### src/rtl/cse_pkg.sv
`timescale 1ns / 1ps
`default_nettype none
// ----------------------------------------------------------------------------
// Cosine similarity engine package
// Shared payload types, controller/datapath interface types and widths.
// ----------------------------------------------------------------------------
package cse_pkg;

   localparam int ELEMENT_W            = 16;
   localparam int ELEMENT_BITS_DEFAULT = 16;
   localparam int PROD_W               = 2 * ELEMENT_W;
   localparam int DOT_W                = 42;
   localparam int ENERGY_W             = 41;
   localparam int SIM_W                = 16;
   localparam int QUOT_W               = SIM_W - 1;

   // Square root: two radicand bits per step.
   localparam int ROOT_W     = (ENERGY_W + 1) / 2;
   localparam int SQRT_STEPS = ROOT_W;
   localparam int RADICAND_W = 2 * ROOT_W;

   // Division: divisor is twice the root product.
   localparam int NORM_W    = 2 * ROOT_W;
   localparam int DIVISOR_W = NORM_W + 1;
   localparam int DIVREM_W  = DIVISOR_W + 1;
   localparam int DIV_STEPS = QUOT_W;

   localparam int STEP_W = $clog2(SQRT_STEPS);

   localparam logic [QUOT_W-1:0] SIM_MAX = {QUOT_W{1'b1}};

   typedef struct packed {
      logic signed [ELEMENT_W-1:0] embed_value;
      logic signed [ELEMENT_W-1:0] proto_value;
      logic                        final_element;
   } cse_req_type;

   typedef struct packed {
      logic signed [SIM_W-1:0] similarity;
      logic                    zero_norm;
   } cse_rsp_type;

   typedef struct packed {
      logic accept;
      logic latch;
      logic sqrt_step;
      logic mult;
      logic div_load;
      logic div_check;
      logic div_step;
      logic write;
   } cse_cmd_type;

   typedef struct packed {
      logic energy_zero;
      logic overflow;
      logic slot_free;
   } cse_status_type;

   typedef enum logic [3:0] {
      ST_ACCUM,
      ST_DRAIN,
      ST_LATCH,
      ST_SQRT,
      ST_MULT,
      ST_DIV_LOAD,
      ST_DIV_CHECK,
      ST_DIVIDE,
      ST_WRITE
   } cse_state_type;

endpackage
`default_nettype wire

### src/rtl/cosine_similarity_engine.sv
`timescale 1ns / 1ps
`default_nettype none
// ----------------------------------------------------------------------------
// Cosine similarity engine
// Accumulates dot product and energies of two vectors and emits their cosine.
// ----------------------------------------------------------------------------
// Throughput: one element pair per cycle while a vector streams in; after the
// final pair no new pair is taken until the 21-step square root and the
// 15-step restoring divider have run and the result has been written.
// Result: drain, latch, square roots, root product, divider load, saturation
// check, divide, write; saturation skips the divide, zero energy skips to write.
// Reset (synchronous) clears the accumulators and control state at once.
// ----------------------------------------------------------------------------
module cosine_similarity_engine #(
   parameter int ELEMENT_BITS = cse_pkg::ELEMENT_BITS_DEFAULT
) (
   input  wire                   clock,
   input  wire                   reset,
   input  wire                   req_valid,
   output logic                  req_stall,
   input  cse_pkg::cse_req_type  req_payload,
   output logic                  rsp_valid,
   input  wire                   rsp_stall,
   output cse_pkg::cse_rsp_type  rsp_payload
);
   import cse_pkg::*;

   // The controller and the datapath talk only through these two groups.
   cse_cmd_type    cmd;
   cse_status_type status;

   // The controller decides when a transaction is taken on the request side
   // and walks the end-of-vector sequence: drain the product stage, latch and
   // clear the accumulators, run both square roots side by side, form the
   // root product, test for saturation and divide one quotient bit a cycle.
   cse_ctrl u_ctrl (
      .clock     (clock),
      .reset     (reset),
      .req_valid (req_valid),
      .req_final (req_payload.final_element),
      .status    (status),
      .cmd       (cmd),
      .req_stall (req_stall)
   );

   // The datapath holds the output register, so a finished result waits there
   // while the next vector is already being accumulated.
   cse_datapath #(
      .ELEMENT_BITS (ELEMENT_BITS)
   ) u_datapath (
      .clock       (clock),
      .reset       (reset),
      .req_payload (req_payload),
      .cmd         (cmd),
      .status      (status),
      .rsp_stall   (rsp_stall),
      .rsp_valid   (rsp_valid),
      .rsp_payload (rsp_payload)
   );

   // A zero-energy result always carries a similarity of zero.
   a_zero_sim: assert property (@(posedge clock) disable iff (reset)
      rsp_valid && rsp_payload.zero_norm |-> rsp_payload.similarity == '0)
      else $error("zero energy result with nonzero similarity");

   // Saturation keeps the similarity symmetric around zero.
   a_sym_range: assert property (@(posedge clock) disable iff (reset)
      rsp_valid |-> rsp_payload.similarity != {1'b1, {(SIM_W-1){1'b0}}})
      else $error("similarity outside symmetric range");

   // Once the final pair of a vector is taken, no new transaction follows
   // until the result has been formed.
   a_final_stall: assert property (@(posedge clock) disable iff (reset)
      req_valid && !req_stall && req_payload.final_element |=> req_stall)
      else $error("request taken right after final element");

endmodule
`default_nettype wire

### src/rtl/cse_sqrt.sv
`timescale 1ns / 1ps
`default_nettype none
// ----------------------------------------------------------------------------
// Integer square root
// Digit-by-digit floor square root, one root bit per step.
// ----------------------------------------------------------------------------
module cse_sqrt (
   input  wire                           clock,
   input  wire                           load,
   input  wire                           step,
   input  wire  [cse_pkg::ENERGY_W-1:0]  value,
   output logic [cse_pkg::ROOT_W-1:0]    root
);
   import cse_pkg::*;

   logic [RADICAND_W-1:0] x_ff, x_in;
   logic [ROOT_W:0]       rem_ff, rem_in;
   logic [ROOT_W-1:0]     root_ff, root_in;
   logic [ROOT_W+2:0]     rem_shift;
   logic [ROOT_W+2:0]     trial;
   logic [ROOT_W+2:0]     diff;

   always_comb begin
      rem_shift = {rem_ff, x_ff[RADICAND_W-1 -: 2]};
      trial     = {1'b0, root_ff, 2'b01};
      diff      = rem_shift - trial;
      x_in      = x_ff;
      rem_in    = rem_ff;
      root_in   = root_ff;
      if (load) begin
         x_in    = {{(RADICAND_W-ENERGY_W){1'b0}}, value};
         rem_in  = '0;
         root_in = '0;
      end else if (step) begin
         x_in = {x_ff[RADICAND_W-3:0], 2'b00};
         if (rem_shift >= trial) begin
            rem_in  = diff[ROOT_W:0];
            root_in = {root_ff[ROOT_W-2:0], 1'b1};
         end else begin
            rem_in  = rem_shift[ROOT_W:0];
            root_in = {root_ff[ROOT_W-2:0], 1'b0};
         end
      end
   end

   always_ff @(posedge clock) begin
      x_ff    <= x_in;
      rem_ff  <= rem_in;
      root_ff <= root_in;
   end

   assign root = root_ff;

endmodule
`default_nettype wire

### src/rtl/cse_ctrl.sv
`timescale 1ns / 1ps
`default_nettype none
// ----------------------------------------------------------------------------
// Cosine similarity controller
// Sequences accumulation, square roots, the divide and the result write.
// ----------------------------------------------------------------------------
module cse_ctrl (
   input  wire                      clock,
   input  wire                      reset,
   input  wire                      req_valid,
   input  wire                      req_final,
   input  cse_pkg::cse_status_type  status,
   output cse_pkg::cse_cmd_type     cmd,
   output logic                     req_stall
);
   import cse_pkg::*;

   cse_state_type     state_ff, state_in;
   logic [STEP_W-1:0] step_ff, step_in;

   always_ff @(posedge clock) begin
      if (reset) begin
         state_ff <= ST_ACCUM;
         step_ff  <= '0;
      end else begin
         state_ff <= state_in;
         step_ff  <= step_in;
      end
   end

   always_comb begin
      state_in  = state_ff;
      step_in   = step_ff;
      cmd       = '0;
      req_stall = 1'b1;
      unique case (state_ff)
         ST_ACCUM: begin
            req_stall  = 1'b0;
            cmd.accept = req_valid;
            if (req_valid && req_final) begin
               state_in = ST_DRAIN;
            end
         end
         ST_DRAIN: begin
            state_in = ST_LATCH;
         end
         ST_LATCH: begin
            cmd.latch = 1'b1;
            step_in   = '0;
            state_in  = status.energy_zero ? ST_WRITE : ST_SQRT;
         end
         ST_SQRT: begin
            cmd.sqrt_step = 1'b1;
            if (step_ff == STEP_W'(SQRT_STEPS - 1)) begin
               step_in  = '0;
               state_in = ST_MULT;
            end else begin
               step_in = step_ff + 1'b1;
            end
         end
         ST_MULT: begin
            cmd.mult = 1'b1;
            state_in = ST_DIV_LOAD;
         end
         ST_DIV_LOAD: begin
            cmd.div_load = 1'b1;
            state_in     = ST_DIV_CHECK;
         end
         ST_DIV_CHECK: begin
            cmd.div_check = 1'b1;
            state_in      = status.overflow ? ST_WRITE : ST_DIVIDE;
         end
         ST_DIVIDE: begin
            cmd.div_step = 1'b1;
            if (step_ff == STEP_W'(DIV_STEPS - 1)) begin
               step_in  = '0;
               state_in = ST_WRITE;
            end else begin
               step_in = step_ff + 1'b1;
            end
         end
         ST_WRITE: begin
            if (status.slot_free) begin
               cmd.write = 1'b1;
               state_in  = ST_ACCUM;
            end
         end
         default: begin
            state_in = ST_ACCUM;
         end
      endcase
   end

   // The result register is only written when it can take a new result.
   a_write_free: assert property (@(posedge clock) disable iff (reset)
      cmd.write |-> status.slot_free)
      else $error("result written while output slot occupied");

   // A started vector end always passes through the latch step.
   a_drain_latch: assert property (@(posedge clock) disable iff (reset)
      state_ff == ST_DRAIN |=> state_ff == ST_LATCH)
      else $error("drain not followed by latch");

endmodule
`default_nettype wire

### src/rtl/cse_datapath.sv
`timescale 1ns / 1ps
`default_nettype none
// ----------------------------------------------------------------------------
// Cosine similarity datapath
// Accumulators, square root units, root product, divider and result register.
// ----------------------------------------------------------------------------
module cse_datapath #(
   parameter int ELEMENT_BITS = cse_pkg::ELEMENT_BITS_DEFAULT
) (
   input  wire                      clock,
   input  wire                      reset,
   input  cse_pkg::cse_req_type     req_payload,
   input  cse_pkg::cse_cmd_type     cmd,
   output cse_pkg::cse_status_type  status,
   input  wire                      rsp_stall,
   output logic                     rsp_valid,
   output cse_pkg::cse_rsp_type     rsp_payload
);
   import cse_pkg::*;

   localparam int EXT_SHIFT = ELEMENT_W - ELEMENT_BITS;

   logic signed [ELEMENT_W-1:0] embed_ext, proto_ext;
   logic        [ELEMENT_W-1:0] embed_sh, proto_sh;

   logic signed [PROD_W-1:0] dot_prod_ff, embed_sq_ff, proto_sq_ff;
   logic                     prod_valid_ff;

   logic [DOT_W-1:0]    dot_ff, dot_in;
   logic [ENERGY_W-1:0] embed_energy_ff, embed_energy_in;
   logic [ENERGY_W-1:0] proto_energy_ff, proto_energy_in;

   logic [ROOT_W-1:0]    embed_root, proto_root;
   logic                 neg_ff;
   logic [DOT_W-1:0]     mag_ff;
   logic                 zero_ff;
   logic [NORM_W-1:0]    norm_ff;
   logic [DIVISOR_W-1:0] divisor;
   logic [DIVREM_W-1:0]  rem_ff, rem_in, rem_shift, rem_diff;
   logic [QUOT_W-1:0]    low_ff, low_in;
   logic [QUOT_W-1:0]    quot_ff, quot_in;
   logic                 sat_ff;

   logic                 rsp_valid_ff, rsp_valid_in;
   cse_rsp_type          rsp_ff, rsp_in;
   logic [QUOT_W-1:0]    quot_mag;

   // Only the low element bits carry data; sign-extend from the top one.
   always_comb begin
      embed_sh  = req_payload.embed_value << EXT_SHIFT;
      proto_sh  = req_payload.proto_value << EXT_SHIFT;
      embed_ext = $signed(embed_sh) >>> EXT_SHIFT;
      proto_ext = $signed(proto_sh) >>> EXT_SHIFT;
   end

   always_ff @(posedge clock) begin
      if (reset) begin
         prod_valid_ff <= 1'b0;
      end else begin
         prod_valid_ff <= cmd.accept;
      end
      if (cmd.accept) begin
         dot_prod_ff <= embed_ext * proto_ext;
         embed_sq_ff <= embed_ext * embed_ext;
         proto_sq_ff <= proto_ext * proto_ext;
      end
   end

   always_comb begin
      dot_in          = dot_ff;
      embed_energy_in = embed_energy_ff;
      proto_energy_in = proto_energy_ff;
      if (cmd.latch) begin
         dot_in          = '0;
         embed_energy_in = '0;
         proto_energy_in = '0;
      end else if (prod_valid_ff) begin
         dot_in = dot_ff + {{(DOT_W-PROD_W){dot_prod_ff[PROD_W-1]}}, dot_prod_ff};
         embed_energy_in = embed_energy_ff
                         + {{(ENERGY_W-PROD_W){1'b0}}, embed_sq_ff};
         proto_energy_in = proto_energy_ff
                         + {{(ENERGY_W-PROD_W){1'b0}}, proto_sq_ff};
      end
   end

   always_ff @(posedge clock) begin
      if (reset) begin
         dot_ff          <= '0;
         embed_energy_ff <= '0;
         proto_energy_ff <= '0;
      end else begin
         dot_ff          <= dot_in;
         embed_energy_ff <= embed_energy_in;
         proto_energy_ff <= proto_energy_in;
      end
   end

   cse_sqrt u_embed_sqrt (
      .clock (clock),
      .load  (cmd.latch),
      .step  (cmd.sqrt_step),
      .value (embed_energy_ff),
      .root  (embed_root)
   );

   cse_sqrt u_proto_sqrt (
      .clock (clock),
      .load  (cmd.latch),
      .step  (cmd.sqrt_step),
      .value (proto_energy_ff),
      .root  (proto_root)
   );

   assign divisor = {norm_ff, 1'b0};

   always_comb begin
      rem_shift = {rem_ff[DIVREM_W-2:0], low_ff[QUOT_W-1]};
      rem_diff  = rem_shift - {1'b0, divisor};
      rem_in    = rem_ff;
      low_in    = low_ff;
      quot_in   = quot_ff;
      if (cmd.div_load) begin
         // Upper part of (magnitude * 65536 + norm) over 2^15, low bits of norm.
         rem_in  = {{(DIVREM_W-DOT_W-1){1'b0}}, mag_ff, 1'b0}
                 + {{(DIVREM_W-NORM_W+QUOT_W){1'b0}}, norm_ff[NORM_W-1:QUOT_W]};
         low_in  = norm_ff[QUOT_W-1:0];
         quot_in = '0;
      end else if (cmd.div_step) begin
         low_in = {low_ff[QUOT_W-2:0], 1'b0};
         if (rem_shift >= {1'b0, divisor}) begin
            rem_in  = rem_diff;
            quot_in = {quot_ff[QUOT_W-2:0], 1'b1};
         end else begin
            rem_in  = rem_shift;
            quot_in = {quot_ff[QUOT_W-2:0], 1'b0};
         end
      end
   end

   always_ff @(posedge clock) begin
      if (cmd.latch) begin
         neg_ff  <= dot_ff[DOT_W-1];
         mag_ff  <= dot_ff[DOT_W-1] ? (~dot_ff + 1'b1) : dot_ff;
         zero_ff <= status.energy_zero;
      end
      if (cmd.mult) begin
         norm_ff <= embed_root * proto_root;
      end
      if (cmd.div_load) begin
         sat_ff <= 1'b0;
      end else if (cmd.div_check) begin
         sat_ff <= status.overflow;
      end
      rem_ff  <= rem_in;
      low_ff  <= low_in;
      quot_ff <= quot_in;
   end

   always_comb begin
      status.energy_zero = (embed_energy_ff == '0) || (proto_energy_ff == '0);
      status.overflow    = rem_ff >= {1'b0, divisor};
      status.slot_free   = !rsp_valid_ff || !rsp_stall;
   end

   always_comb begin
      quot_mag     = sat_ff ? SIM_MAX : quot_ff;
      rsp_in       = rsp_ff;
      rsp_valid_in = rsp_valid_ff && rsp_stall;
      if (cmd.write) begin
         rsp_valid_in = 1'b1;
         if (zero_ff) begin
            rsp_in.similarity = '0;
            rsp_in.zero_norm  = 1'b1;
         end else begin
            rsp_in.similarity = neg_ff ? -$signed({1'b0, quot_mag})
                                       :  $signed({1'b0, quot_mag});
            rsp_in.zero_norm  = 1'b0;
         end
      end
   end

   always_ff @(posedge clock) begin
      if (reset) begin
         rsp_valid_ff <= 1'b0;
      end else begin
         rsp_valid_ff <= rsp_valid_in;
      end
      rsp_ff <= rsp_in;
   end

   assign rsp_valid   = rsp_valid_ff;
   assign rsp_payload = rsp_ff;

   // Accumulators are empty right after a vector end is latched.
   a_cleared: assert property (@(posedge clock) disable iff (reset)
      cmd.latch |=> (dot_ff == '0) && (embed_energy_ff == '0))
      else $error("accumulators not cleared at vector end");

endmodule
`default_nettype wire

### config.mk
export PLATFORM = sky130hd
export DESIGN_NAME = cosine_similarity_engine
export DESIGN_NICKNAME = d
export VERILOG_FILES = /design/src/rtl/cse_pkg.sv /design/src/rtl/cosine_similarity_engine.sv /design/src/rtl/cse_sqrt.sv /design/src/rtl/cse_ctrl.sv /design/src/rtl/cse_datapath.sv
export SDC_FILE = /design/constraint.sdc
export NUM_CORES = 2
export LEC_CHECK = 0
export ABC_AREA = 1
export BUFFER_PORTS_ARGS = -buffer_cell sky130_fd_sc_hd__buf_2
export CAP_MARGIN = 20
export CORE_MARGIN = 4
export CORE_UTILIZATION = 30
export CTS_CLUSTER_DIAMETER = 200
export DETAILED_ROUTE_END_ITERATION = 8
export GPL_ROUTABILITY_DRIVEN = 1
export HOLD_SLACK_MARGIN = 0.02
export SYNTH_ARGS = -nofsm -noshare
export SYNTH_HDL_FRONTEND = slang
export SYNTH_SLANG_ARGS = --single-unit
export TNS_END_PERCENT = 30
### constraint.sdc
create_clock -name clock -period 7.5 [get_ports clock]
set_clock_uncertainty 0.2 [all_clocks]
set_input_delay 0 -clock clock [delete_from_list [all_inputs] [get_ports clock]]
set_output_delay 0 -clock clock [all_outputs]
set_load 0.02 [all_outputs]
Word-level counts from Yosys, hierarchy flattened
Index checks and enable logic that the tools add are counted.

Bits of input ports: 37. Word-level logic and storage cells: 118. Flip-flop bits (word level): 579. Output and inout port bits: 19.

$mul: 4. Add/subtract/negate cells: 10. Mux-type cells: 39. Reduce and logical (&&, ||, !) cells: 15. Equality and inequality tests: 14. Bitwise operators: 2. $lt $le $gt $ge: 4.

Operators with widths (number): $mux W41 (5); $mux W44 (3); $mul A16 B16 Y32 (3); $ge A44 B43 Y1 (2); $add A41 B32 Y41 (2); $logic_not A41 Y1 (2); $mux W15 (4); $ge A24 B23 Y1 (2); $add A43 B27 Y44 (1); $mux W22 (2); $sub A22 B22 Y22 (2); $sub A44 B43 Y44 (1); $add A42 B1 Y42 const B (1); $add A42 B42 Y42 (1); $mul A21 B21 Y42 (1); $not A42 Y42 (1); $pmux W4 S9 (1); $mux W4 (6); $eq A4 B3 Y1 const B (4); $neg A15 Y16 (1); $mux W1 (15); $pmux W5 S3 (1); $mux W5 (2); $eq A4 B2 Y1 const B (2); other kinds (16) (23).

Longest topological paths before layout
Depth after elaboration: 5. Depth in mapped cells: 31. Mapped depth without buffers: 29.

Modules after synthesis
From an unflattened synthesis, not the netlist that was laid out.

Cells, all modules: 11698. Area total of the unflattened synthesis: 85219.2 µm².

Modules (own cells, without submodules): cse_datapath (area each 74577.8 µm², sequential area each 10530.1 µm², cells an instance 10174, times used 1); cse_sqrt (area each 4972.3 µm², sequential area each 2112.0 µm², cells an instance 708, times used 2); cse_ctrl (area each 696.9 µm², sequential area each 180.2 µm², cells an instance 108, times used 1).

Least setup slack after synthesis
Ideal clock, no wire load.

Kind: reg-to-reg. From: reg u_datapath.u_embed_sqrt.root_ff[9] (netlist: u_datapath.u_embed_sqrt.root[9]). To: reg u_datapath.norm_ff[34], data pin. Path slack: 1322 ps. Stages on the path, launching flop included: 29. Period minus slack after synthesis: 6178 ps. Arrival: 5718 ps. Library setup time: 260 ps. Buffers on the path: 1. Required time: 7040 ps. Path through: dfxtp_1 > clkbuf_1 > nand2_1 > inv_1 > fa_1 > fa_1 > inv_1 > fa_1 > inv_1 > fa_1 > inv_1 > fa_1 > inv_1 > fa_1 > inv_1 > fa_1 > inv_1 > ha_1 > a21oi_1 > inv_1 > a31oi_1 > inv_1 > a21oi_1 > inv_1 > nand2_1 > nand2_1 > nand2_1 > nand2_1 > xor2_1.

Cells in the longest elaborated chain, start to end: 1.

RTL lines: start: declaration (line cse_sqrt.sv:18) `logic [ROOT_W-1:0] root_ff, root_in;`; start signal: assignment (line cse_sqrt.sv:49) `root_ff <= root_in;`; $mul A21 B21 Y42 (line cse_datapath.sv:147) `norm_ff <= embed_root * proto_root;`; end signal: assignment (line cse_datapath.sv:147); end: declaration (line cse_datapath.sv:37) `logic [NORM_W-1:0] norm_ff;`.

No other way between the ends. A chain may end at the register's enable or synchronous reset.

Final worst setup path
From: reg u_datapath.u_embed_sqrt.root_ff[7] (netlist: u_datapath.u_embed_sqrt.root[7]). To: reg u_datapath.norm_ff[38], data pin.

Same word-level chain as after synthesis.

==> metrics <==
pin count of the biggest net entering global routing 100; number of hold violations in the final report 0; number of flip-flops and latches in the synthesized netlist 577; average wire length per cell after detail routing between 15 and 20 um; global-route met1 utilization 22.3%; starting density of the core 30.2%; antenna violations before repair 5; max-capacitance violation count 0; GRT Total Usage roughly 16%; number of remaining DRC errors 0; number of buffers added by the clock tree synthesis step 75; final standard cell area without fillers 89900 um^2; worst-path maximum fanout 22; met3 usage 1.90%; Mapped Nets approximately 13000; depth of the worst register-to-register path 24; residual overflow from global routing 0; share of layout cells above drive strength 1 3.00%; r2r startpoint u_datapath.u_embed_sqrt.root[7]; cell with the largest stage delay on the worst path sky130_fd_sc_hd__dfxtp_1; Min-Delay Startpoint reset; register cell area after layout 14900 um^2; top cells by area in the synthesized netlist sky130_fd_sc_hd__fa_1 (27%), sky130_fd_sc_hd__inv_1 (13%), sky130_fd_sc_hd__edfxtp_1 (12%); number of filler instances in the final layout just under 30000; Sink Count 577; count of buffers from port buffering 55; run status complete, no violations; First DRT Iteration DRCs 4448; startpoint class of the critical path flip-flop; worst slew slack as a fraction of its limit 25.5%; core footprint ~270000 um^2; min Tclk post-route 7.04 ns; critical path depth 24; wirelength, routed 225000 um; portion of netlist area occupied by mux cells 0%; sequential area share after synthesis 18.0%; post-synthesis compound-gate area fraction 9.35%; Post-Syn Area per Cell 7.53 um^2; most common flop cell mapped by yosys sky130_fd_sc_hd__edfxtp_1; count of final max-slew check failures 0; start-to-end type of the worst setup path flip-flop to flip-flop; clk buf depth 3; Horiz. Die Dim 534 um; highest attainable clock frequency ~0.14 GHz; ports placed on the boundary 56; vias in the first global route 68500; Period Utilization, post-route between 90% and 100%; fraction of post-synthesis cell area in the top cell type by area 26.6%; cell family contributing the most delay on the critical path adder cells; M2 GR Usage 26.0%; FP Rows 192; share of synthesized registers carrying an async set or reset 0%; Clock Tree Root sky130_fd_sc_hd__clkbuf_16; Die Area 285000 um^2; number of search-and-repair iterations in the first detailed-routing pass 6; hold depth 3; setup_tns 0 ns; delay of the slowest critical-path stage just over 1 ns; cell area after synthesis 82900 um^2; Yosys warnings 0; worst min-delay path class input pin to flip-flop; vias per inst between 4 and 5; Tightest Pin Transition 1.12 ns; via count of the routed design 67400; signal arrival time at the worst endpoint between 7 and 8 ns; setup violators final 0; cell area after placement 87300 um^2; cell seen most often among critical-path stages sky130_fd_sc_hd__fa_1; Die Y-Extent 534 um; top cell type by total area after synthesis sky130_fd_sc_hd__fa_1; wire length of the first global-routing pass 368000 um; CP Data Required Time 7.75 ns; cell count after synthesis 11000; clock tree from TritonCTS yes; crit path capture type flip-flop; Post-synth EDFFs 338; total area of multi-input combinational cells 56100 um^2; H-tree level count 3; source of the critical timing path u_datapath.u_embed_sqrt.root[7]; adder and majority gate portion of the synthesized area 36.7%; number of routed nets with antenna violations 0; number of distinct library cell variants in the gate-level netlist after synthesis 58; worst-skew pair later-pin latency 0.70 ns; post-synthesis xor/xnor area fraction 3.13%; clock transition at the registers of the reported paths 0.06 ns; HPWL after detailed placement 183000 um; Area Overhead vs Synth 8.49%; fraction of the mapped netlist area in simple logic gates a little under a fifth; total buffers and inverters traversed by the critical path 6; crit-path cells nand2_1, fa_1, inv_1, fa_1, inv_1, fa_1, inv_1, fa_1, fa_1, fa_1, inv_1, fa_1, inv_1, ha_1, nand2_1, nor2_1, inv_1, nor2_1, and3_1, nand3_1, nand3_1, nand2_1, nand2_1, xor2_1; largest family of logic cells by synthesized area adder cells; RePlAce Congestion 0.939; total of cells resized after clock tree synthesis 0; setup repair after global routing missed its margin no; layout net count 12700; global routing's busiest layer met2
## Yosys cell counts (all sizes together), types with 31 or more instances
library cell / n
nor3: 99
inv: 2845
nor4: 31
dfxtp: 239
xnor2: 97
nand4: 99
nand3: 351
nand2: 2414
edfxtp: 338
ha: 670
nor2: 759
o21ai: 568
a21o: 42
fa: 1101
a31oi: 48
o21bai: 39
clkbuf: 268
o22ai: 58
xor2: 199
a21oi: 581
buf: 38
## per-layer routing
| metal | share of wire [%] | wire, um |
|---|---|---|
| met5 | 0.0031 | 7 |
| met4 | 2.4 | 5460 |
| met3 | 5.1 | 11500 |
| met2 | 45 | 101000 |
| met1 | 47 | 106000 |
## worst paths after layout
check                                           to  slack, ns
setup / recovery            u_datapath.norm_ff[38]       0.46
hold / removal                  u_ctrl.state_ff[3]       0.16
setup reg to reg            u_datapath.norm_ff[38]       0.46
hold reg to reg   u_datapath.u_proto_sqrt.x_ff[41]       0.25
## area by class of cell
class	instances	share of cell area, %
tap	3686	5.13
antenna	3	0.00835
multi-input combinational	7278	62.4
sequential	577	16.6
clock inverter	40	0.476
inverter	2847	11.9
clock buffer	99	2.33
timing repair buffer	159	1.20
## metrics by stage
step / setup slack (ns) / hold WS (ns) / utilization [%] / cells
after floorplan: 1.32 / -0.101 / - / 11000
after global placement: 0.606 / 0.123 / 31.8 / 14500
after detailed placement: 0.548 / 0.122 / 31.8 / 14500
after CTS: 0.545 / 0.104 / 32.8 / 14700
after global routing: 0.132 / 0.165 / 32.8 / 14700
final: 0.463 / 0.156 / 32.8 / 14700
## placed cells by master (no fill, tap or decap), types with 6 or more instances in the layout
cell type / Yosys / layout
sky130_fd_sc_hd__clkbuf_1: 268 / 16
sky130_fd_sc_hd__a21boi_0: 26 / 26
sky130_fd_sc_hd__xor2_1: 199 / 199
sky130_fd_sc_hd__o21ai_0: 533 / 533
sky130_fd_sc_hd__inv_1: 2836 / 2834
sky130_fd_sc_hd__and3_1: 6 / 6
sky130_fd_sc_hd__inv_2: 9 / 9
sky130_fd_sc_hd__nand3_1: 350 / 350
sky130_fd_sc_hd__a31oi_1: 48 / 48
sky130_fd_sc_hd__dlygate4sd3_1: 0 / 10
sky130_fd_sc_hd__buf_4: 7 / 94
sky130_fd_sc_hd__inv_6: 0 / 6
sky130_fd_sc_hd__nor4_1: 30 / 30
sky130_fd_sc_hd__fa_1: 1101 / 1101
sky130_fd_sc_hd__o21a_1: 20 / 20
sky130_fd_sc_hd__a21o_1: 42 / 42
sky130_fd_sc_hd__o21bai_1: 39 / 39
sky130_fd_sc_hd__dfxtp_1: 239 / 238
sky130_fd_sc_hd__edfxtp_1: 338 / 338
sky130_fd_sc_hd__nand2_1: 2408 / 2407
sky130_fd_sc_hd__nor2_4: 3 / 6
sky130_fd_sc_hd__a211oi_1: 7 / 7
sky130_fd_sc_hd__o21ai_2: 7 / 7
sky130_fd_sc_hd__xnor2_1: 97 / 97
sky130_fd_sc_hd__or2_2: 12 / 12
sky130_fd_sc_hd__buf_2: 16 / 55
sky130_fd_sc_hd__o21ai_1: 28 / 28
sky130_fd_sc_hd__clkbuf_16: 0 / 79
sky130_fd_sc_hd__o22ai_1: 58 / 58
sky130_fd_sc_hd__ha_1: 670 / 670
sky130_fd_sc_hd__nor3_1: 98 / 98
sky130_fd_sc_hd__nand3b_1: 11 / 11
sky130_fd_sc_hd__a21oi_1: 579 / 579
sky130_fd_sc_hd__clkinvlp_4: 0 / 7
sky130_fd_sc_hd__o211ai_1: 18 / 18
sky130_fd_sc_hd__nand4_1: 98 / 98
sky130_fd_sc_hd__nand2_2: 5 / 6
sky130_fd_sc_hd__nor2_1: 752 / 748
sky130_fd_sc_hd__clkinv_2: 0 / 12
## worst min-delay path: cells and delay by family
| kind | cells | cell delay (ns) |
|---|---|---|
| simple gates | 1 | 0.16 |
| buf+inv | 2 | 0.83 |
## sequential cells by signal, indices dropped and copies added (netlist names), 17 cells and up
register and flops:
u_datapath.norm_ff 42, u_datapath.dot_prod_ff 32, u_datapath.u_proto_sqrt.rem_ff 22, u_datapath.u_embed_sqrt.x_ff 42, u_datapath.u_proto_sqrt.x_ff 42, u_datapath.u_embed_sqrt.root 21
u_datapath.rem_ff 44, u_datapath.u_embed_sqrt.rem_ff 22, u_datapath.u_proto_sqrt.root 21, u_datapath.embed_sq_ff 31, u_datapath.mag_ff 42, u_datapath.dot_ff 42
u_datapath.embed_energy_ff 41, u_datapath.proto_sq_ff 31, u_datapath.proto_energy_ff 41, u_datapath.rsp_payload 17
## what timing repair did
action | in CTS | in global routing
setup buffers | 0 | 0
endpoints found under the hold margin | 66 | 0
hold buffers | 10 | 0
## cell families (layout without fill, tap and decap cells)
| logic type | after synthesis | in the layout |
|---|---|---|
| AO/OA/AOI/OAI | 1424 | 1424 |
| XOR/XNOR | 296 | 296 |
| adder cells (fa/ha/maj) | 1771 | 1771 |
| buffers and inverters | 3153 | 3145 |
| flip-flops | 577 | 577 |
| other | 0 | 3 |
| AND/OR/NAND/NOR | 3787 | 3787 |
Power is left out: the tool's default activity adds up to more than one toggle a clock period on the data nets, which glitch-free logic cannot reach.
